### config.mk
export PLATFORM = sky130hd
export DESIGN_NAME = line_follow_pid_motor_mix_flat
export DESIGN_NICKNAME = d
export VERILOG_FILES = /design/src/lfpm_pkg.sv /design/src/lfpm_if.sv /design/src/lfpm_mac.sv /design/src/lfpm_div.sv /design/src/line_follow_pid_motor_mix.sv /design/src/flat_wrapper.sv
export SDC_FILE = /design/constraint.sdc
export NUM_CORES = 2
export LEC_CHECK = 0
export BUFFER_PORTS_ARGS = -buffer_cell sky130_fd_sc_hd__buf_2
export CAP_MARGIN = 20
export CORE_MARGIN = 4
export CORE_UTILIZATION = 63
export CTS_CLUSTER_SIZE = 30
export DETAILED_ROUTE_END_ITERATION = 6
export GPL_TIMING_DRIVEN = 0
export PLACE_DENSITY = 0.8
export SLEW_MARGIN = 20
export SYNTH_ARGS = -nofsm -noshare
export SYNTH_HDL_FRONTEND = slang
export SYNTH_SLANG_ARGS = --single-unit
### constraint.sdc
create_clock -name clk -period 8.9 [get_ports clk]
set_input_delay 1.78 -clock clk [delete_from_list [all_inputs] [get_ports clk]]
set_output_delay 1.78 -clock clk [all_outputs]
set_load 0.01 [all_outputs]
### src/lfpm_pkg.sv
// lfpm_pkg: widths, register indexes, reset values and controller states
// shared by the line follower pid / motor mix block and its interfaces.
// no dependencies.
`timescale 1ns / 1ps

package lfpm_pkg;

	// field widths
	localparam int POS_W   = 13;
	localparam int ERR_W   = 14;
	localparam int DIF_W   = 15;
	localparam int SUM_W   = 32;
	localparam int GAIN_W  = 16;
	localparam int SPD_W   = 8;
	localparam int ACC_W   = 50;
	localparam int CORR_W  = ACC_W - 8;
	localparam int NUM_W   = 17;
	localparam int DVD_W   = 16;
	localparam int CFG_W   = 16;
	localparam int CFG_IDX_W = 3;

	// configuration register indexes
	typedef enum logic [CFG_IDX_W-1:0] {
		REG_GAIN_P    = 3'd0,
		REG_GAIN_I    = 3'd1,
		REG_GAIN_D    = 3'd2,
		REG_SETPOINT  = 3'd3,
		REG_MAX_SPEED = 3'd4,
		REG_MIN_SPEED = 3'd5
	} cfg_reg_t;

	// register reset values
	localparam logic [GAIN_W-1:0] GAIN_P_RST    = 16'd26;
	localparam logic [GAIN_W-1:0] GAIN_I_RST    = 16'd0;
	localparam logic [GAIN_W-1:0] GAIN_D_RST    = 16'd0;
	localparam logic [POS_W-1:0]  SETPOINT_RST  = 13'd2500;
	localparam logic [SPD_W-1:0]  MAX_SPEED_RST = 8'd220;
	localparam logic [SPD_W-1:0]  MIN_SPEED_RST = 8'd170;

	// controller states
	typedef enum logic [2:0] {
		ST_IDLE,
		ST_MAC,
		ST_CORR,
		ST_MIX,
		ST_PROD,
		ST_DSTART,
		ST_DIV,
		ST_OUT
	} fsm_state_t;

endpackage

### src/lfpm_if.sv
// lfpm_pos_if / lfpm_spd_if: valid-ready channels for line position samples
// and motor speed results. depends on lfpm_pkg for field widths.
`timescale 1ns / 1ps

interface lfpm_pos_if import lfpm_pkg::*; ();
	logic             valid;
	logic             ready;
	logic [POS_W-1:0] line_position;

	modport source (output valid, output line_position, input ready);
	modport sink   (input valid, input line_position, output ready);
endinterface

interface lfpm_spd_if import lfpm_pkg::*; ();
	logic             valid;
	logic             ready;
	logic [SPD_W-1:0] left_speed;
	logic [SPD_W-1:0] right_speed;

	modport source (output valid, output left_speed, output right_speed, input ready);
	modport sink   (input valid, input left_speed, input right_speed, output ready);
endinterface

### src/lfpm_mac.sv
// lfpm_mac: bit-serial pid multiply-accumulate, one gain bit per cycle, msb first.
// acc = gain_p*err + gain_i*sum + gain_d*dif. depends on lfpm_pkg.
`timescale 1ns / 1ps

module lfpm_mac import lfpm_pkg::*; (
	input  logic                     clk,
	input  logic                     arst_n,
	input  logic                     start,
	input  logic [GAIN_W-1:0]        gain_p,
	input  logic [GAIN_W-1:0]        gain_i,
	input  logic [GAIN_W-1:0]        gain_d,
	input  logic signed [ERR_W-1:0]  err,
	input  logic signed [SUM_W-1:0]  sum,
	input  logic signed [DIF_W-1:0]  dif,
	output logic signed [ACC_W-1:0]  acc,
	output logic                     done
);

	localparam int PART_W = SUM_W + 2;
	localparam int CNT_W  = $clog2(GAIN_W);

	logic [GAIN_W-1:0]        gp_q, gi_q, gd_q;
	logic signed [ERR_W-1:0]  err_q;
	logic signed [SUM_W-1:0]  sum_q;
	logic signed [DIF_W-1:0]  dif_q;
	logic signed [ACC_W-1:0]  acc_q;
	logic [CNT_W-1:0]         cnt_q;
	logic                     busy_q;
	logic                     done_q;

	logic signed [PART_W-1:0] term_p, term_i, term_d, part;

	// select operands by the current top gain bits
	always_comb begin
		term_p = gp_q[GAIN_W-1] ? PART_W'(err_q) : '0;
		term_i = gi_q[GAIN_W-1] ? PART_W'(sum_q) : '0;
		term_d = gd_q[GAIN_W-1] ? PART_W'(dif_q) : '0;
		part   = term_p + term_i + term_d;
	end

	// control: iteration count and done pulse
	always_ff @(posedge clk or negedge arst_n) begin
		if (!arst_n) begin
			busy_q <= 1'b0;
			cnt_q  <= '0;
			done_q <= 1'b0;
		end else begin
			done_q <= busy_q && (cnt_q == CNT_W'(GAIN_W - 1));
			if (start) begin
				busy_q <= 1'b1;
				cnt_q  <= '0;
			end else if (busy_q) begin
				cnt_q <= cnt_q + 1'b1;
				if (cnt_q == CNT_W'(GAIN_W - 1)) begin
					busy_q <= 1'b0;
				end
			end
		end
	end

	// datapath: gain shift registers and shift-add accumulator
	always_ff @(posedge clk) begin
		if (start) begin
			gp_q  <= gain_p;
			gi_q  <= gain_i;
			gd_q  <= gain_d;
			err_q <= err;
			sum_q <= sum;
			dif_q <= dif;
			acc_q <= '0;
		end else if (busy_q) begin
			gp_q  <= {gp_q[GAIN_W-2:0], 1'b0};
			gi_q  <= {gi_q[GAIN_W-2:0], 1'b0};
			gd_q  <= {gd_q[GAIN_W-2:0], 1'b0};
			acc_q <= (acc_q <<< 1) + ACC_W'(part);
		end
	end

	assign acc  = acc_q;
	assign done = done_q;

endmodule

### src/lfpm_div.sv
// lfpm_div: restoring divider, one quotient bit per cycle, 16-bit dividend
// by 8-bit divisor; flags a nonzero remainder. depends on lfpm_pkg.
`timescale 1ns / 1ps

module lfpm_div import lfpm_pkg::*; (
	input  logic              clk,
	input  logic              arst_n,
	input  logic              start,
	input  logic [DVD_W-1:0]  dividend,
	input  logic [SPD_W-1:0]  divisor,
	output logic [DVD_W-1:0]  quotient,
	output logic              rem_nz,
	output logic              done
);

	localparam int CNT_W = $clog2(DVD_W);

	logic [DVD_W-1:0] quo_q;
	logic [SPD_W-1:0] dvs_q;
	logic [SPD_W-1:0] rem_q;
	logic [CNT_W-1:0] cnt_q;
	logic             busy_q;
	logic             done_q;

	logic [SPD_W:0]   rem_sh;
	logic [SPD_W:0]   diff;
	logic             fits;

	// trial subtract of the shifted remainder
	always_comb begin
		rem_sh = {rem_q, quo_q[DVD_W-1]};
		diff   = rem_sh - {1'b0, dvs_q};
		fits   = rem_sh >= {1'b0, dvs_q};
	end

	// control: iteration count and done pulse
	always_ff @(posedge clk or negedge arst_n) begin
		if (!arst_n) begin
			busy_q <= 1'b0;
			cnt_q  <= '0;
			done_q <= 1'b0;
		end else begin
			done_q <= busy_q && (cnt_q == CNT_W'(DVD_W - 1));
			if (start) begin
				busy_q <= 1'b1;
				cnt_q  <= '0;
			end else if (busy_q) begin
				cnt_q <= cnt_q + 1'b1;
				if (cnt_q == CNT_W'(DVD_W - 1)) begin
					busy_q <= 1'b0;
				end
			end
		end
	end

	// datapath: dividend shifts out as quotient shifts in
	always_ff @(posedge clk) begin
		if (start) begin
			quo_q <= dividend;
			dvs_q <= divisor;
			rem_q <= '0;
		end else if (busy_q) begin
			quo_q <= {quo_q[DVD_W-2:0], fits};
			rem_q <= fits ? diff[SPD_W-1:0] : rem_sh[SPD_W-1:0];
		end
	end

	assign quotient = quo_q;
	assign rem_nz   = |rem_q;
	assign done     = done_q;

endmodule

### src/line_follow_pid_motor_mix.sv
// line_follow_pid_motor_mix: pid steering controller with differential motor mix.
// depends on lfpm_pkg, lfpm_if (channels), lfpm_mac and lfpm_div.
//
// usage:
//   sample (valid/ready sink) takes one 13-bit line position per beat.
//   drive (valid/ready source) returns one beat with left and right speed.
//   cfg_we/cfg_idx/cfg_data write the gains, setpoint and speed limits;
//   write them only while no sample is in flight. unknown indexes are ignored.
// timing:
//   a sample runs through the bit-serial pid accumulate (one gain bit per
//   cycle), steps for rounding, clamping and mixing, the remap product and
//   the restoring divider of the speed remap, then is loaded into the output
//   register; the next sample is accepted only once that result is loaded.
// reset:
//   arst_n clears the integral and previous error, loads the default
//   registers and empties the output register.
// stalls:
//   the output register holds a finished beat while drive.ready is low; the
//   next sample is still accepted and runs until its own result is ready,
//   then waits in the last step until the output register frees up.
`timescale 1ns / 1ps

module line_follow_pid_motor_mix import lfpm_pkg::*; (
	input  logic                 clk,
	input  logic                 arst_n,
	input  logic                 cfg_we,
	input  logic [CFG_IDX_W-1:0] cfg_idx,
	input  logic [CFG_W-1:0]     cfg_data,
	lfpm_pos_if.sink             sample,
	lfpm_spd_if.source           drive
);

	// configuration registers
	logic [GAIN_W-1:0] gain_p_q, gain_i_q, gain_d_q;
	logic [POS_W-1:0]  setpoint_q;
	logic [SPD_W-1:0]  max_speed_q, min_speed_q;

	// controller state
	logic signed [SUM_W-1:0] error_sum_q;
	logic signed [ERR_W-1:0] prev_err_q;
	fsm_state_t              state_q, state_d;

	// datapath registers
	logic signed [CORR_W-1:0] corr_full_q;
	logic [SPD_W-1:0]         left_q, right_q;
	logic signed [NUM_W-1:0]  num_l_q, num_r_q;
	logic                     out_valid_q;
	logic [SPD_W-1:0]         left_out_q, right_out_q;

	// handshake and control
	logic accept;
	logic in_ready;
	logic out_free;
	logic div_start;
	logic out_load;

	// error terms of the incoming sample
	logic signed [ERR_W-1:0] err;
	logic signed [DIF_W-1:0] dif;
	logic signed [SUM_W:0]   sum_wide;
	logic signed [SUM_W-1:0] sum_sat;

	// unit results
	logic signed [ACC_W-1:0] acc;
	logic                    mac_done;
	logic [DVD_W-1:0]        quo_l, quo_r;
	logic                    rnz_l, rnz_r;
	logic                    div_done_l, div_done_r;

	// stage logic
	logic signed [ACC_W-1:0]  acc_adj;
	logic signed [CORR_W-1:0] mx_wide;
	logic signed [SPD_W:0]    mx9, corr9;
	logic signed [SPD_W+1:0]  left_sum, right_sum;
	logic signed [SPD_W:0]    span;
	logic signed [2*SPD_W+1:0] prod_l, prod_r;
	logic [NUM_W-1:0]         mag_l, mag_r;
	logic [SPD_W-1:0]         spd_l, spd_r;

	assign accept   = sample.valid && in_ready;
	assign out_free = !out_valid_q || drive.ready;

	// configuration writes
	always_ff @(posedge clk or negedge arst_n) begin
		if (!arst_n) begin
			gain_p_q    <= GAIN_P_RST;
			gain_i_q    <= GAIN_I_RST;
			gain_d_q    <= GAIN_D_RST;
			setpoint_q  <= SETPOINT_RST;
			max_speed_q <= MAX_SPEED_RST;
			min_speed_q <= MIN_SPEED_RST;
		end else if (cfg_we) begin
			unique case (cfg_reg_t'(cfg_idx))
				REG_GAIN_P:    gain_p_q    <= cfg_data;
				REG_GAIN_I:    gain_i_q    <= cfg_data;
				REG_GAIN_D:    gain_d_q    <= cfg_data;
				REG_SETPOINT:  setpoint_q  <= cfg_data[POS_W-1:0];
				REG_MAX_SPEED: max_speed_q <= cfg_data[SPD_W-1:0];
				REG_MIN_SPEED: min_speed_q <= cfg_data[SPD_W-1:0];
				default: ;
			endcase
		end
	end

	// error, derivative difference and saturated integral
	always_comb begin
		err      = $signed({1'b0, sample.line_position}) - $signed({1'b0, setpoint_q});
		dif      = DIF_W'(err) - DIF_W'(prev_err_q);
		sum_wide = (SUM_W + 1)'(error_sum_q) + (SUM_W + 1)'(err);
		if (sum_wide[SUM_W] != sum_wide[SUM_W-1]) begin
			sum_sat = sum_wide[SUM_W] ? {1'b1, {(SUM_W-1){1'b0}}} : {1'b0, {(SUM_W-1){1'b1}}};
		end else begin
			sum_sat = sum_wide[SUM_W-1:0];
		end
	end

	// integral and previous error update on each accepted beat
	always_ff @(posedge clk or negedge arst_n) begin
		if (!arst_n) begin
			error_sum_q <= '0;
			prev_err_q  <= '0;
		end else if (accept) begin
			error_sum_q <= sum_sat;
			prev_err_q  <= err;
		end
	end

	// pid accumulate
	lfpm_mac u_mac (
		.clk    (clk),
		.arst_n (arst_n),
		.start  (accept),
		.gain_p (gain_p_q),
		.gain_i (gain_i_q),
		.gain_d (gain_d_q),
		.err    (err),
		.sum    (sum_sat),
		.dif    (dif),
		.acc    (acc),
		.done   (mac_done)
	);

	// divide by 256 toward zero, clamp, mix and remap product
	always_comb begin
		acc_adj   = acc + (acc[ACC_W-1] ? ACC_W'(255) : ACC_W'(0));
		mx_wide   = CORR_W'($signed({1'b0, max_speed_q}));
		mx9       = $signed({1'b0, max_speed_q});
		if (corr_full_q > mx_wide) begin
			corr9 = mx9;
		end else if (corr_full_q < -mx_wide) begin
			corr9 = -mx9;
		end else begin
			corr9 = corr_full_q[SPD_W:0];
		end
		left_sum  = (SPD_W + 2)'(mx9) + (SPD_W + 2)'(corr9);
		right_sum = (SPD_W + 2)'(mx9) - (SPD_W + 2)'(corr9);
		span      = $signed({1'b0, max_speed_q}) - $signed({1'b0, min_speed_q});
		prod_l    = span * $signed({1'b0, left_q});
		prod_r    = span * $signed({1'b0, right_q});
		mag_l     = num_l_q[NUM_W-1] ? -num_l_q : num_l_q;
		mag_r     = num_r_q[NUM_W-1] ? -num_r_q : num_r_q;
	end

	always_ff @(posedge clk) begin
		if (state_q == ST_CORR) begin
			corr_full_q <= $signed(acc_adj[ACC_W-1:8]);
		end
		if (state_q == ST_MIX) begin
			left_q  <= corr9[SPD_W] ? left_sum[SPD_W-1:0] : max_speed_q;
			right_q <= corr9[SPD_W] ? max_speed_q : right_sum[SPD_W-1:0];
		end
		if (state_q == ST_PROD) begin
			num_l_q <= prod_l[NUM_W-1:0];
			num_r_q <= prod_r[NUM_W-1:0];
		end
	end

	// floor division by max speed, one lane per motor
	lfpm_div u_div_l (
		.clk      (clk),
		.arst_n   (arst_n),
		.start    (div_start),
		.dividend (mag_l[DVD_W-1:0]),
		.divisor  (max_speed_q),
		.quotient (quo_l),
		.rem_nz   (rnz_l),
		.done     (div_done_l)
	);

	lfpm_div u_div_r (
		.clk      (clk),
		.arst_n   (arst_n),
		.start    (div_start),
		.dividend (mag_r[DVD_W-1:0]),
		.divisor  (max_speed_q),
		.quotient (quo_r),
		.rem_nz   (rnz_r),
		.done     (div_done_r)
	);

	// final speeds: min plus floored quotient, min alone at zero max
	always_comb begin
		if (max_speed_q == '0) begin
			spd_l = min_speed_q;
			spd_r = min_speed_q;
		end else begin
			spd_l = num_l_q[NUM_W-1] ? (min_speed_q - quo_l[SPD_W-1:0] - SPD_W'(rnz_l))
			                         : (min_speed_q + quo_l[SPD_W-1:0]);
			spd_r = num_r_q[NUM_W-1] ? (min_speed_q - quo_r[SPD_W-1:0] - SPD_W'(rnz_r))
			                         : (min_speed_q + quo_r[SPD_W-1:0]);
		end
	end

	// next state
	always_comb begin
		state_d = state_q;
		unique case (state_q)
			ST_IDLE:   if (sample.valid) state_d = ST_MAC;
			ST_MAC:    if (mac_done) state_d = ST_CORR;
			ST_CORR:   state_d = ST_MIX;
			ST_MIX:    state_d = ST_PROD;
			ST_PROD:   state_d = ST_DSTART;
			ST_DSTART: state_d = ST_DIV;
			ST_DIV:    if (div_done_l && div_done_r) state_d = ST_OUT;
			ST_OUT:    if (out_free) state_d = ST_IDLE;
			default:   state_d = ST_IDLE;
		endcase
	end

	// state outputs
	always_comb begin
		in_ready  = (state_q == ST_IDLE);
		div_start = (state_q == ST_DSTART);
		out_load  = (state_q == ST_OUT) && out_free;
	end

	always_ff @(posedge clk or negedge arst_n) begin
		if (!arst_n) begin
			state_q <= ST_IDLE;
		end else begin
			state_q <= state_d;
		end
	end

	// output register
	always_ff @(posedge clk or negedge arst_n) begin
		if (!arst_n) begin
			out_valid_q <= 1'b0;
		end else if (out_load) begin
			out_valid_q <= 1'b1;
		end else if (drive.ready) begin
			out_valid_q <= 1'b0;
		end
	end

	always_ff @(posedge clk) begin
		if (out_load) begin
			left_out_q  <= spd_l;
			right_out_q <= spd_r;
		end
	end

	assign sample.ready      = in_ready;
	assign drive.valid       = out_valid_q;
	assign drive.left_speed  = left_out_q;
	assign drive.right_speed = right_out_q;

endmodule

### src/flat_wrapper.sv
// flat-port wrapper written by rule: the top's interface ports become plain ports
module line_follow_pid_motor_mix_flat import lfpm_pkg::*;
  (clk, arst_n, cfg_we, cfg_idx, cfg_data, sample_valid, sample_line_position, sample_ready, drive_valid, drive_left_speed, drive_right_speed, drive_ready);
  lfpm_pos_if sample_i ();
  lfpm_spd_if drive_i ();
  input  logic clk;
  input  logic arst_n;
  input  logic cfg_we;
  input  logic [CFG_IDX_W-1:0] cfg_idx;
  input  logic [CFG_W-1:0] cfg_data;
  input wire logic [$bits(sample_i.valid)-1:0] sample_valid;
  input wire logic [$bits(sample_i.line_position)-1:0] sample_line_position;
  output wire logic [$bits(sample_i.ready)-1:0] sample_ready;
  output wire logic [$bits(drive_i.valid)-1:0] drive_valid;
  output wire logic [$bits(drive_i.left_speed)-1:0] drive_left_speed;
  output wire logic [$bits(drive_i.right_speed)-1:0] drive_right_speed;
  input wire logic [$bits(drive_i.ready)-1:0] drive_ready;
  assign sample_i.valid = sample_valid;
  assign sample_i.line_position = sample_line_position;
  assign sample_ready = sample_i.ready;
  assign drive_valid = drive_i.valid;
  assign drive_left_speed = drive_i.left_speed;
  assign drive_right_speed = drive_i.right_speed;
  assign drive_i.ready = drive_ready;
  line_follow_pid_motor_mix u_core (.clk(clk), .arst_n(arst_n), .cfg_we(cfg_we), .cfg_idx(cfg_idx), .cfg_data(cfg_data), .sample(sample_i), .drive(drive_i));
endmodule
==> flow_summary.json <==
{
  "crit_type": "reg2reg",
  "drc_errors": 9,
  "syn-cell-area_sq_um": 36400,
  "synth_top_flop_cell": "edfxtp_1",
  "postRouteAntennaNets": 0,
  "path_clk_slew_ns": 0.07,
  "drt-initial-drc-count": 2059,
  "slew_viol_final": 0,
  "grt_max_degree": 100,
  "slew_headroom_pct": 22.8,
  "io_pins": 55,
  "cts_hold_buffers": 0,
  "reg2reg_slack_ns": 0.70,
  "io_buffers": 53,
  "die_h_um": 248,
  "yosysWarnings": 0,
  "grt_pass1_wl_mm": 137,
  "synth_cell_types": 87,
  "yosysSeqAreaShare_pct": 34.9,
  "period_share_pct": 92.2,
  "first_pass_iters": 7,
  "timing.rr.start": "u_core.max_speed_q[1]",
  "start_kind": "register",
  "cpMostUsedCell": "a21oi_1",
  "required_ns": 9.24,
  "clockBufferDepth": 3,
  "critical_path_arrival_ns": 8.54,
  "max_freq_ghz": 0.122,
  "nFillCells": 4253,
  "final_nets": 4528,
  "ctsResizeCount": 0,
  "chipWidth_um": 248,
  "synthCells": 3868,
  "grt_pass1_vias": 27300,
  "ys_ff_latch": 468,
  "gp_congestion": 0.921,
  "synth_area_per_cell_sq_um": 9.40,
  "final_common_cell": "nand2_1",
  "die_area_sq_um": 61600,
  "start_util_pct": 64.1,
  "worst-path-buf-inv": 6,
  "hold_viol_final": 0,
  "fin_util_pct": 69.6,
  "grtUsageTotal_pct": 27.4,
  "endpoint_kind": "register",
  "hpwlAfterDp_mm": 64.3,
  "finalClockSkew_ns": 0.0347,
  "crit_fanout": 18,
  "clk_latency_ns": 0.62,
  "antenna_found_initial": 0,
  "critPathMaxStageDelay_ns": 0.89,
  "yosysTopAreaCellShare_pct": 21.2,
  "htreeDepth": 2,
  "tritoncts": "done",
  "postCtsSetupRepairBufs": 0,
  "cts_root_buf": "clkbuf_16",
  "multi_input_area_sq_um": 21700,
  "core_area_sq_um": 56700,
  "status": "finished, violations left",
  "routed_wl_mm": 85.2,
  "wl_per_cell_um": 17.8,
  "cpMaxStageDelayCell": "clkbuf_1",
  "syn_nets": 4415,
  "layout-drive-gt1-share_pct": 7.53,
  "rsz0062_at_grt": "no",
  "diodes": 0,
  "clock-sinks": 468,
  "crit_start": "u_core.max_speed_q[1]",
  "worstMarginPinSlew_ns": 1.16,
  "cts_buffers": 50,
  "setup_tns_ns": 0,
  "setup_violations": 0,
  "min_period_ns": 8.20,
  "ff_latch_area_sq_um": 12700,
  "overflow": 0,
  "drv_cap": 0,
  "rows": 87,
  "final_cell_mix": "nand2_1, inv_1, ha_1, nor2_1, edfxtp_1",
  "dr_total_vias": 28100,
  "path_delay_family": "compound AO/OA/AOI/OAI gates",
  "synth_edf_count": 257,
  "violations": "design-rule violations",
  "finalInstanceArea_sq_um": 39500,
  "synth_area_leaders": "edfxtp_1, ha_1, fa_1",
  "async_reset_ff_share_pct": 31.0,
  "yosys.area.top_type": "edfxtp_1",
  "min_from": "u_core.error_sum_q[20]",
  "hp-class": "reg2reg",
  "vias_per_cell": 5.89,
  "placed_cell_area_sq_um": 37800,
  "syn2layout_area_growth_pct": 8.57
}
-- sequential cells by signal, summed over array words and instances, names as in the netlist, 13 cells and up --
signal                   count
u_core.u_mac.sum_q          32
u_core.gain_i_q             16
u_core.prev_err_q           14
u_core.num_r_q              17
u_core.u_mac.acc            50
u_core.u_mac.gi_q           16
u_core.error_sum_q          32
u_core.gain_d_q             16
u_core.u_mac.dif_q          15
u_core.corr_full_q          42
u_core.u_mac.gp_q           16
u_core.u_mac.gd_q           16
u_core.gain_p_q             16
u_core.setpoint_q           13
u_core.u_div_l.quotient     16
u_core.u_mac.err_q          14
u_core.num_l_q              17
u_core.u_div_r.quotient     16
-- final cells by class --
type / instances / share of cell area, %
timing repair buffer: 61 / 1.02
clock buffer: 67 / 3.48
inverter: 422 / 4.01
buffer: 111 / 1.13
sequential: 468 / 32.1
multi-input combinational: 2867 / 55.0
clock inverter: 27 / 0.843
tap: 756 / 2.40
-- cell usage after synthesis (7+ instances only) --
| library cell | n |
|---|---|
| o21ai_0 | 209 |
| edfxtp_1 | 257 |
| xor2_1 | 73 |
| nand2_1 | 497 |
| nand3_1 | 49 |
| a31oi_1 | 14 |
| a211o_1 | 8 |
| or3_1 | 17 |
| mux2i_1 | 48 |
| ha_1 | 346 |
| a21boi_0 | 23 |
| or4_1 | 7 |
| and4_1 | 7 |
| o21a_1 | 46 |
| nor2_1 | 286 |
| o211ai_1 | 16 |
| a211oi_1 | 30 |
| nor2b_1 | 71 |
| a21o_1 | 64 |
| xnor2_1 | 183 |
| o21ai_1 | 32 |
| nand2b_1 | 24 |
| dfstp_2 | 17 |
| and3_1 | 39 |
| dfxtp_1 | 66 |
| nand4_1 | 35 |
| a21oi_1 | 200 |
| dfrtp_1 | 128 |
| o21bai_1 | 31 |
| nor4_1 | 23 |
| and2_1 | 72 |
| o31ai_1 | 12 |
| mux2_2 | 81 |
| clkbuf_1 | 94 |
| fa_1 | 164 |
| buf_2 | 9 |
| nor3_1 | 44 |
| inv_1 | 421 |
| nor3b_1 | 12 |
-- worst reg2reg max path, delay by kind of cell, from the launching register on --
kind                       cells  cell delay (ns)
buffers and inverters          6             2.12
and+or+nand+nor                8             1.88
DFF                            1             0.55
AOI/OAI and AO/OA             12             2.27
adders and majority gates      3             1.12
-- kinds of logic after synthesis --
logic type	share of synthesized area, %
AOI/OAI and AO/OA	13.2
xor gates and xnor gates	6.17
adders and majority gates	20.9
buffers and inverters	5.58
DFF	34.9
muxes	3.83
and+or+nand+nor	15.4
-- final timing paths --
check,depth (start not counted),to
max reg2reg,29,u_core.right_q[7]
max in group asynchronous,2,u_core.max_speed_q[3]
min in group asynchronous,1,u_core.error_sum_q[21]
max,29,u_core.right_q[7]
min,2,u_core.error_sum_q[20]
min reg2reg,2,u_core.error_sum_q[20]
-- stage by stage --
step / hold WS (ns) / setup slack [ns] / instances
3_5_place_dp: 0.481 / 0.989 / 4685
6_report: 0.490 / 0.698 / 4779
3_3_place_gp: 0.468 / 0.303 / 4677
4_1_cts: 0.494 / 0.888 / 4779
5_1_grt: 0.512 / 0.250 / 4779
2_1_floorplan: 0.450 / 1.79 / 3868
-- metal layers --
layer / track usage (%) / up-vias / part of all wire (%)
met2: 46.5 / 873 / 48
met1: 36.5 / 13600 / 43
li1: - / 13500 / -
met5: 0 / - / 0
met3: 2.97 / 208 / 5.5
met4: 10.9 / 0 / 4.1
Power is not shown: default switching activity piles up to over one toggle a cycle in this logic, so the estimate is an artifact.
